==> config.mk <==
export PLATFORM = sky130hd
export DESIGN_NAME = alpha_composite_over_core
export DESIGN_NICKNAME = d
export VERILOG_FILES = /design/src/design/acoc_pkg.sv /design/src/design/acoc_front.sv /design/src/design/acoc_div_cell.sv /design/src/design/alpha_composite_over_core.sv
export VERILOG_INCLUDE_DIRS = /design/src /design/src/design
export SDC_FILE = /design/constraint.sdc
export NUM_CORES = 2
export LEC_CHECK = 0
export ABC_AREA = 1
export CAP_MARGIN = 10
export CORE_UTILIZATION = 36
export CTS_CLUSTER_DIAMETER = 30
export DETAILED_ROUTE_END_ITERATION = 6
export DONT_BUFFER_PORTS = 1
export PLACE_DENSITY = 0.61
export SYNTH_ARGS = -nofsm -noshare
export SYNTH_HDL_FRONTEND = slang
export SYNTH_HIERARCHICAL = 1
export SYNTH_SLANG_ARGS = --single-unit
==> constraint.sdc <==
create_clock -name i_clk -period 16.9 [get_ports i_clk]
set_input_delay 1.69 -clock i_clk [delete_from_list [all_inputs] [get_ports i_clk]]
set_output_delay 1.69 -clock i_clk [all_outputs]
set_load 0.005 [all_outputs]
==> src/design/alpha_composite_over_core_assert.svh <==
// Assertion macros shared by the alpha compositing core.
// Expects i_clk and i_rst_n (active low) in the including module.
`ifndef ALPHA_COMPOSITE_OVER_CORE_ASSERT_SVH
`define ALPHA_COMPOSITE_OVER_CORE_ASSERT_SVH

// property checked every cycle outside reset
`define ACOC_ASSERT(label, prop, msg) \
    label: assert property (@(posedge i_clk) disable iff (!i_rst_n) (prop)) else $error(msg);

// consequent checked in the cycle after the antecedent
`define ACOC_ASSERT_NEXT(label, ante, cons, msg) \
    label: assert property (@(posedge i_clk) disable iff (!i_rst_n) (ante) |=> (cons)) \
        else $error(msg);

`endif

==> src/design/acoc_pkg.sv <==
// Shared constants for the alpha compositing core.
// No dependencies.
package acoc_pkg;

    localparam int unsigned DEF_CHANNEL_BITS = 8;
    localparam int unsigned N_SLOTS          = 4;   // alpha, blue, green, red
    localparam int unsigned ALPHA_SLOT       = 0;
    localparam int unsigned PIXEL_BITS       = 32;

endpackage

==> src/design/acoc_front.sv <==
// Front end: two register stages forming the blend weight and the three colour numerators.
// Depends on acoc_pkg and alpha_composite_over_core_assert.svh.
`include "alpha_composite_over_core_assert.svh"

module acoc_front
    import acoc_pkg::*;
#(
    parameter int unsigned CHANNEL_BITS = DEF_CHANNEL_BITS
) (
    input  logic                                      i_clk,
    input  logic                                      i_rst_n,
    input  logic                                      i_valid,
    output logic                                      o_ready,
    input  logic [N_SLOTS*CHANNEL_BITS-1:0]           i_dst,
    input  logic [N_SLOTS*CHANNEL_BITS-1:0]           i_src,
    output logic                                      o_valid,
    input  logic                                      i_ready,
    output logic [2*CHANNEL_BITS-1:0]                 o_den,
    output logic [N_SLOTS-1:0][3*CHANNEL_BITS-1:0]    o_num
);

    localparam int unsigned W  = CHANNEL_BITS;
    localparam int unsigned DW = 2 * W;
    localparam int unsigned NW = 3 * W;
    localparam logic [W-1:0] CH_MAX = {W{1'b1}};

    // stage 1
    logic                           r_v1;
    logic [DW-1:0]                  r_den1;
    logic [W-1:0]                   r_inv;
    logic [N_SLOTS-1:1][DW-1:0]     r_ps;
    logic [N_SLOTS-1:1][DW-1:0]     r_pd;
    // stage 2
    logic                           r_v2;
    logic [DW-1:0]                  r_den2;
    logic [N_SLOTS-1:0][NW-1:0]     r_num;

    logic                           w_rdy1;
    logic                           w_rdy2;
    logic [W-1:0]                   w_sa;
    logic [W-1:0]                   w_da;
    logic [W-1:0]                   n_inv;
    logic [DW-1:0]                  n_den;
    logic [N_SLOTS-1:1][DW-1:0]     n_ps;
    logic [N_SLOTS-1:1][DW-1:0]     n_pd;
    logic [N_SLOTS-1:0][NW-1:0]     n_num;

    assign w_rdy2  = !r_v2 || i_ready;
    assign w_rdy1  = !r_v1 || w_rdy2;
    assign o_ready = w_rdy1;
    assign o_valid = r_v2;
    assign o_den   = r_den2;
    assign o_num   = r_num;

    assign w_sa  = i_src[ALPHA_SLOT*W +: W];
    assign w_da  = i_dst[ALPHA_SLOT*W +: W];
    assign n_inv = CH_MAX - w_sa;
    // den = sa*M + da*(M - sa); sa*M done as shift and subtract
    assign n_den = ({w_sa, {W{1'b0}}} - DW'(w_sa)) + DW'(w_da) * DW'(n_inv);

    always_comb begin
        for (int s = 1; s < N_SLOTS; s++) begin
            n_ps[s] = DW'(i_src[s*W +: W]) * DW'(w_sa);
            n_pd[s] = DW'(i_dst[s*W +: W]) * DW'(w_da);
        end
    end

    always_comb begin
        // alpha lane divides den by M
        n_num[ALPHA_SLOT] = NW'(r_den1);
        for (int s = 1; s < N_SLOTS; s++) begin
            n_num[s] = ({r_ps[s], {W{1'b0}}} - NW'(r_ps[s])) + NW'(r_pd[s]) * NW'(r_inv);
        end
    end

    always_ff @(posedge i_clk) begin
        if (!i_rst_n) begin
            r_v1 <= 1'b0;
            r_v2 <= 1'b0;
        end else begin
            if (w_rdy1) begin
                r_v1 <= i_valid;
            end
            if (w_rdy2) begin
                r_v2 <= r_v1;
            end
        end
    end

    always_ff @(posedge i_clk) begin
        if (i_valid && w_rdy1) begin
            r_den1 <= n_den;
            r_inv  <= n_inv;
            r_ps   <= n_ps;
            r_pd   <= n_pd;
        end
        if (r_v1 && w_rdy2) begin
            r_den2 <= r_den1;
            r_num  <= n_num;
        end
    end

    // colour numerator never exceeds M*den, so each quotient fits a channel
    for (genvar g = 1; g < N_SLOTS; g++) begin : g_chk
        `ACOC_ASSERT(a_num_bound, r_v2 |-> (r_num[g] <= ({r_den2, {W{1'b0}}} - NW'(r_den2))), "colour numerator above M*den")
    end

endmodule

==> src/design/acoc_div_cell.sv <==
// One cell of the divider chain: settles quotient bit BIT for all four lanes.
// Depends on acoc_pkg and alpha_composite_over_core_assert.svh.
`include "alpha_composite_over_core_assert.svh"

module acoc_div_cell
    import acoc_pkg::*;
#(
    parameter int unsigned CHANNEL_BITS = DEF_CHANNEL_BITS,
    parameter int unsigned BIT          = 0
) (
    input  logic                                      i_clk,
    input  logic                                      i_rst_n,
    input  logic                                      i_valid,
    output logic                                      o_ready,
    input  logic [2*CHANNEL_BITS-1:0]                 i_den,
    input  logic [N_SLOTS-1:0][3*CHANNEL_BITS-1:0]    i_rem,
    input  logic [N_SLOTS-1:0][CHANNEL_BITS-1:0]      i_quo,
    output logic                                      o_valid,
    input  logic                                      i_ready,
    output logic [2*CHANNEL_BITS-1:0]                 o_den,
    output logic [N_SLOTS-1:0][3*CHANNEL_BITS-1:0]    o_rem,
    output logic [N_SLOTS-1:0][CHANNEL_BITS-1:0]      o_quo
);

    localparam int unsigned W  = CHANNEL_BITS;
    localparam int unsigned DW = 2 * W;
    localparam int unsigned NW = 3 * W;
    localparam logic [NW-1:0] DIV_M = NW'({W{1'b1}});

    logic                           r_valid;
    logic [DW-1:0]                  r_den;
    logic [N_SLOTS-1:0][NW-1:0]     r_rem;
    logic [N_SLOTS-1:0][W-1:0]      r_quo;

    logic                           w_rdy;
    logic [N_SLOTS-1:0][NW-1:0]     n_rem;
    logic [N_SLOTS-1:0][W-1:0]      n_quo;

    assign w_rdy   = !r_valid || i_ready;
    assign o_ready = w_rdy;
    assign o_valid = r_valid;
    assign o_den   = r_den;
    assign o_rem   = r_rem;
    assign o_quo   = r_quo;

    // restoring step; lanes are independent
    always_comb begin
        logic [NW-1:0] dv;
        logic [NW-1:0] sh;
        for (int l = 0; l < N_SLOTS; l++) begin
            dv = (l == ALPHA_SLOT) ? DIV_M : NW'(i_den);
            sh = dv << BIT;
            if (i_rem[l] >= sh) begin
                n_rem[l] = i_rem[l] - sh;
                n_quo[l] = i_quo[l] | (W'(1) << BIT);
            end else begin
                n_rem[l] = i_rem[l];
                n_quo[l] = i_quo[l];
            end
        end
    end

    always_ff @(posedge i_clk) begin
        if (!i_rst_n) begin
            r_valid <= 1'b0;
        end else if (w_rdy) begin
            r_valid <= i_valid;
        end
    end

    always_ff @(posedge i_clk) begin
        if (i_valid && w_rdy) begin
            r_den <= i_den;
            r_rem <= n_rem;
            r_quo <= n_quo;
        end
    end

    `ACOC_ASSERT_NEXT(a_hold, r_valid && !i_ready, r_valid && $stable(r_rem) && $stable(r_quo), "cell lost a stalled request")

    `ACOC_ASSERT(a_alpha_rem, r_valid |-> (r_rem[ALPHA_SLOT] < (DIV_M << BIT)), "alpha remainder not reduced")

    for (genvar g = 1; g < N_SLOTS; g++) begin : g_chk
        `ACOC_ASSERT(a_rem_bound, r_valid && (r_den != '0) |-> (r_rem[g] < (NW'(r_den) << BIT)), "colour remainder not reduced")
    end

endmodule

==> src/design/alpha_composite_over_core.sv <==
// Source-over compositing of straight-alpha RGBA pixels.
// Pipeline: two product stages, then one divider cell per quotient bit.
// Throughput: one pixel per cycle while the output accepts, set by the cell chain.
// Each stage advances when its successor is empty or moving, so bubbles are absorbed.
// Reset clears the valid flags only; no clearing pass.
`include "alpha_composite_over_core_assert.svh"

module alpha_composite_over_core
    import acoc_pkg::*;
#(
    parameter int unsigned CHANNEL_BITS = DEF_CHANNEL_BITS
) (
    input  logic                   i_clk,
    input  logic                   i_rst_n,
    input  logic                   i_s_axis_tvalid,
    output logic                   o_s_axis_tready,
    input  logic [2*PIXEL_BITS-1:0] i_s_axis_tdata,   // dst_pixel [31:0], src_pixel [63:32]
    output logic                   o_m_axis_tvalid,
    input  logic                   i_m_axis_tready,
    output logic [PIXEL_BITS-1:0]  o_m_axis_tdata     // out_pixel [31:0]
);

    localparam int unsigned W  = CHANNEL_BITS;
    localparam int unsigned PW = N_SLOTS * W;
    localparam int unsigned DW = 2 * W;
    localparam int unsigned NW = 3 * W;

    logic [PW-1:0]                  w_dst;
    logic [PW-1:0]                  w_src;
    logic [PW-1:0]                  w_pix;

    logic                           c_valid [W+1];
    logic                           c_ready [W+1];
    logic [DW-1:0]                  c_den   [W+1];
    logic [N_SLOTS-1:0][NW-1:0]     c_rem   [W+1];
    logic [N_SLOTS-1:0][W-1:0]      c_quo   [W+1];

    // channels beyond the 32-bit field read as zero, spare bits are dropped
    assign w_dst = PW'(i_s_axis_tdata[PIXEL_BITS-1:0]);
    assign w_src = PW'(i_s_axis_tdata[2*PIXEL_BITS-1:PIXEL_BITS]);

    acoc_front #(
        .CHANNEL_BITS (CHANNEL_BITS)
    ) u_front (
        .i_clk   (i_clk),
        .i_rst_n (i_rst_n),
        .i_valid (i_s_axis_tvalid),
        .o_ready (o_s_axis_tready),
        .i_dst   (w_dst),
        .i_src   (w_src),
        .o_valid (c_valid[0]),
        .i_ready (c_ready[0]),
        .o_den   (c_den[0]),
        .o_num   (c_rem[0])
    );

    assign c_quo[0] = '0;

    // cell k settles quotient bit W-1-k
    for (genvar k = 0; k < W; k++) begin : g_cell
        acoc_div_cell #(
            .CHANNEL_BITS (CHANNEL_BITS),
            .BIT          (W - 1 - k)
        ) u_cell (
            .i_clk   (i_clk),
            .i_rst_n (i_rst_n),
            .i_valid (c_valid[k]),
            .o_ready (c_ready[k]),
            .i_den   (c_den[k]),
            .i_rem   (c_rem[k]),
            .i_quo   (c_quo[k]),
            .o_valid (c_valid[k+1]),
            .i_ready (c_ready[k+1]),
            .o_den   (c_den[k+1]),
            .o_rem   (c_rem[k+1]),
            .o_quo   (c_quo[k+1])
        );
    end

    assign c_ready[W] = i_m_axis_tready;

    // zero combined weight gives the transparent pixel
    assign w_pix           = (c_den[W] == '0) ? '0 : PW'(c_quo[W]);
    assign o_m_axis_tvalid = c_valid[W];
    assign o_m_axis_tdata  = PIXEL_BITS'(w_pix);

    // any non-zero weight yields alpha of at least one
    `ACOC_ASSERT(a_alpha_zero, o_m_axis_tvalid && (c_quo[W][ALPHA_SLOT] == '0) |-> (w_pix == '0), "zero alpha with colour set")

    `ACOC_ASSERT(a_den_zero, o_m_axis_tvalid && (c_den[W] == '0) |-> (c_quo[W][ALPHA_SLOT] == '0), "alpha set with zero weight")

endmodule

=== Word-level counts from Yosys, hierarchy flattened ===
Cells that the tools add are included.

* Bits in registers: 1267
* Bits of input ports: 68

* Multiplexer cells: 33
* Reduce and logical (&&, ||, !) cells: 31
* $add $sub $neg: 37
* Multipliers: 10
* $lt $le $gt $ge: 32

{| class="wikitable"
|+ Operators by type and width
! kind !! count
|-
| $mux W24 || 27
|-
| $mul A8 B8 Y16 || 7
|-
| $add A24 B24 Y24 || 3
|-
| $ge A24 B16 Y1 || 3
|-
| $ge A24 B17 Y1 || 3
|-
| $ge A24 B18 Y1 || 3
|-
| $ge A24 B19 Y1 || 3
|-
| $ge A24 B20 Y1 || 3
|-
| $ge A24 B21 Y1 || 3
|-
| $ge A24 B22 Y1 || 3
|-
| $ge A24 B23 Y1 || 3
|-
| $mul A16 B8 Y24 || 3
|-
| $sub A24 B16 Y24 || 3
|-
| $sub A24 B17 Y24 || 3
|-
| $sub A24 B18 Y24 || 3
|-
| $sub A24 B19 Y24 || 3
|-
| $sub A24 B20 Y24 || 3
|-
| $sub A24 B21 Y24 || 3
|-
| $sub A24 B22 Y24 || 3
|-
| $sub A24 B23 Y24 || 3
|-
| $mux W32 || 1
|-
| $mux W8 || 4
|-
| $ge A24 B10 Y1 const B || 1
|-
| $ge A24 B11 Y1 const B || 1
|-
| 21 further kinds || 48
|}

=== Depth between registers and ports, before layout ===
* Depth after elaboration: 12
* Gate-level depth with buffers: 24
* Depth with buffers taken out: 22

=== Modules after synthesis ===
The synthesis kept the hierarchy.

{| class="wikitable"
|+ Modules (own cells, without submodules)
! module !! instances !! sequential area each (um2) !! cells each !! area each (um2)
|-
| acoc_front || 1 || 6286.0 || 4841 || 38744.7
|-
| acoc_div_cell at g_cell[7].u_cell || 1 || 4344.2 || 1344 || 10181.0
|-
| acoc_div_cell at g_cell[6].u_cell || 1 || 4344.2 || 1351 || 10108.4
|-
| acoc_div_cell at g_cell[5].u_cell || 1 || 4344.2 || 1291 || 9940.8
|-
| acoc_div_cell at g_cell[4].u_cell || 1 || 4344.2 || 1216 || 9577.9
|-
| acoc_div_cell at g_cell[3].u_cell || 1 || 4344.2 || 1163 || 9466.6
|-
| acoc_div_cell at g_cell[2].u_cell || 1 || 4344.2 || 1098 || 9238.9
|-
| acoc_div_cell at g_cell[0].u_cell || 1 || 4344.2 || 1103 || 9102.5
|-
| acoc_div_cell at g_cell[1].u_cell || 1 || 4344.2 || 1019 || 8973.6
|-
| alpha_composite_over_core || 1 || 0.0 || 85 || 420.4
|}

=== Worst setup path after synthesis ===
OpenSTA, ideal clock, no wires.

* Path kind: input to register
* From: input port i_m_axis_tready
* To: register g_cell[0].u_cell.r_den[0], enable pin
* Data arrival time: 9.340 ns
* Slack: 6.865 ns
* Stages on the path: 16
* Buffers on the path: 0
* Cells stage by stage: inv_1 -> nand2_1 -> inv_1 -> nand2_1 -> inv_1 -> nand2_1 -> inv_1 -> nand2_1 -> inv_1 -> nand2_1 -> inv_1 -> nand2_1 -> inv_1 -> nand2_1 -> inv_1 -> a21oi_1

{| class="wikitable"
|+ RTL lines
! element !! RTL line !! text
|-
| from (decl) || alpha_composite_over_core.sv:19 || <nowiki>input logic i_m_axis_tready,</nowiki>
|-
| to (signal assigned) || acoc_div_cell.sv:73 || <nowiki>r_den <= i_den;</nowiki>
|-
| to (decl) || acoc_div_cell.sv:31 || <nowiki>logic [DW-1:0] r_den;</nowiki>
|}

==> impl_metrics.csv <==
group,metric,value,unit
placement,dp_hpwl,228000,um
drt,drc_errors,1,
drt,vias,82600,
sta,finalClockSkew,0.0740,ns
critical_path,crit_path_end_kind,"output port",
sta,fin_crit_sh,32.6,%
flow_run,drv_cap,0,
sta,tns,0,ns
sta,rsz0062_at_grt,"no",
placement,gp_congestion,0.944,
drt,viasPerCell,4.66,
clock_tree,cts.path.max_buffers,4,
floorplan,die_y,552,um
critical_path,worst-setup-path-type,"input port to output port",
drt,wirelength,280000,um
logic_synthesis,yosysWarnings,6,
sta,max_slew_margin,36.4,%
clock_tree,cts_setup_buffers,0,
clock_tree,numCtsBuffers,279,
floorplan,die_x,552,um
floorplan,num_io_pins,102,
sta,setup_viol,0,
layout,fin_nets,15100,
logic_synthesis,synthesis.area,109000,um^2
clock_tree,htree_num_levels,5,
logic_synthesis,syn_inst,13500,
critical_path,cp.required,15.21,ns
grt,grt_max_degree,136,
logic_synthesis,avgSynthCellArea,8.05,um^2
hold_path,holdCritPathClass,"flip-flop to flip-flop",
clock_tree,cts_root_buf,"clkbuf_16",
layout,drive_gt1_share,6.94,%
drt,drt.antenna.violating_nets,0,
clock_tree,cts_resized,0,
floorplan,coreArea,300000,um^2
hold_path,hold_depth,0,
sta,finalHoldViolCount,0,
grt,overflow,0,
critical_path,worst-path-max-fanout,3,
grt,grt_pass1_wl,442000,um
sta,drv_slew,0,
sta,fin_crit,5.52,ns
clock_tree,cts_hold_buffers,0,
drt,drtIter0Drc,5005,
layout,area_delta_synth_final,12.0,%
sta,tightest_slew,0.951,ns
critical_path,r2r_cells,19,
grt,first_global_vias,81200,
clock_tree,clk_pin_slew_worst_paths,0.05,ns
grt,track_usage,18.4,%
floorplan,row_count,201,
clock_tree,cts_tree,"built",
clock_tree,clock-sinks,1274,
grt,antenna_found_initial,2,
clock_tree,clk_latency,0.83,ns
critical_path,arrival,3.83,ns
floorplan,start_util,36.2,%
drt,wl_per_cell,15.8,um
sta,fmax,181,MHz
status,violations,"DRC",
status,outcome,"complete, but fails checks",
floorplan,dieArea,304000,um^2
placement,io_buffers,0,
drt,first_pass_iters,7,
critical_path,cp-start-kind,"input port",
metal layers:
metal	up-vias	track usage [%]	share of wire, %
met3	515	1.97	4.0
met2	1863	31.5	47
met4	0	9.46	5.5
met1	38000	22.8	43
met5	-	0	0
li1	42300	-	-
registers in the layout, summed over array words and instances, names as in the netlist, 16 cells and up:
| name | count |
|---|---|
| u_front/r_den1 | 16 |
| u_front/o_den | 16 |
| u_front/r_ps | 48 |
| g_cell.u_cell/o_den | 128 |
| g_cell.u_cell/o_quo | 256 |
| u_front/r_pd | 48 |
| u_front/o_num | 72 |
| g_cell.u_cell/o_rem | 672 |
cell type report:
type	instances	area, um^2
clock inverter	184	2210
tap	3958	4950
inverter	2813	10600
fill	30400	178000
antenna	2	5.00
sequential	1274	38200
timing repair buffer	23	198
multi-input combinational	9172	58500
clock buffer	314	7280
placed cells by master, fill, tap and decap left out, drive strengths merged, types with 130 or more instances in the layout:
| cell type | n |
|---|---|
| nand4 | 140 |
| nand2 | 4474 |
| xnor2 | 130 |
| fa | 627 |
| nand3 | 707 |
| inv | 2845 |
| xor2 | 232 |
| a21oi | 474 |
| nor2 | 885 |
| clkbuf | 314 |
| o21ai | 235 |
| edfxtp | 1264 |
| ha | 826 |
metrics by stage:
stage / cells / hold WS (ns) / setup WS [ns] / util (%) / cell area, um^2
finish: 17700 / 0.388 / 11.38 / 40.6 / 122000
global route: 17700 / 0.407 / 11.03 / 40.6 / 122000
CTS: 17700 / 0.385 / 11.31 / 40.6 / 122000
detailed placement: 17200 / 0.405 / 10.85 / 37.4 / 112000
global placement: 17200 / 0.400 / 10.82 / 37.4 / 112000
floorplan: 13600 / 0.400 / 6.86 / - / 109000
path summary, 6_finish.rpt:
check,from,to,slack [ns]
max reg2reg,u_front/r_inv[0],u_front/o_num[41],11.65
min reg2reg,g_cell[0].u_cell/o_rem[4],g_cell[1].u_cell/o_rem[4],0.39
min,g_cell[0].u_cell/o_rem[4],g_cell[1].u_cell/o_rem[4],0.39
max,i_m_axis_tready,o_s_axis_tready,11.38
worst max-delay path: stages:
cell and delay (ns):
inv_1 0.08, nand2_1 0.13, inv_1 0.15, nand2_1 0.14, inv_1 0.15, nand2_1 0.08
inv_1 0.11, nand2_1 0.09, inv_1 0.12, nand2_1 0.11, inv_1 0.13, nand2_1 0.10
inv_1 0.12, nand2_1 0.08, inv_1 0.11, nand2_1 0.08, inv_1 0.13, nand3_1 0.23
Power is not shown: default switching activity piles up to over one toggle a cycle in this logic, so the estimate is an artifact.
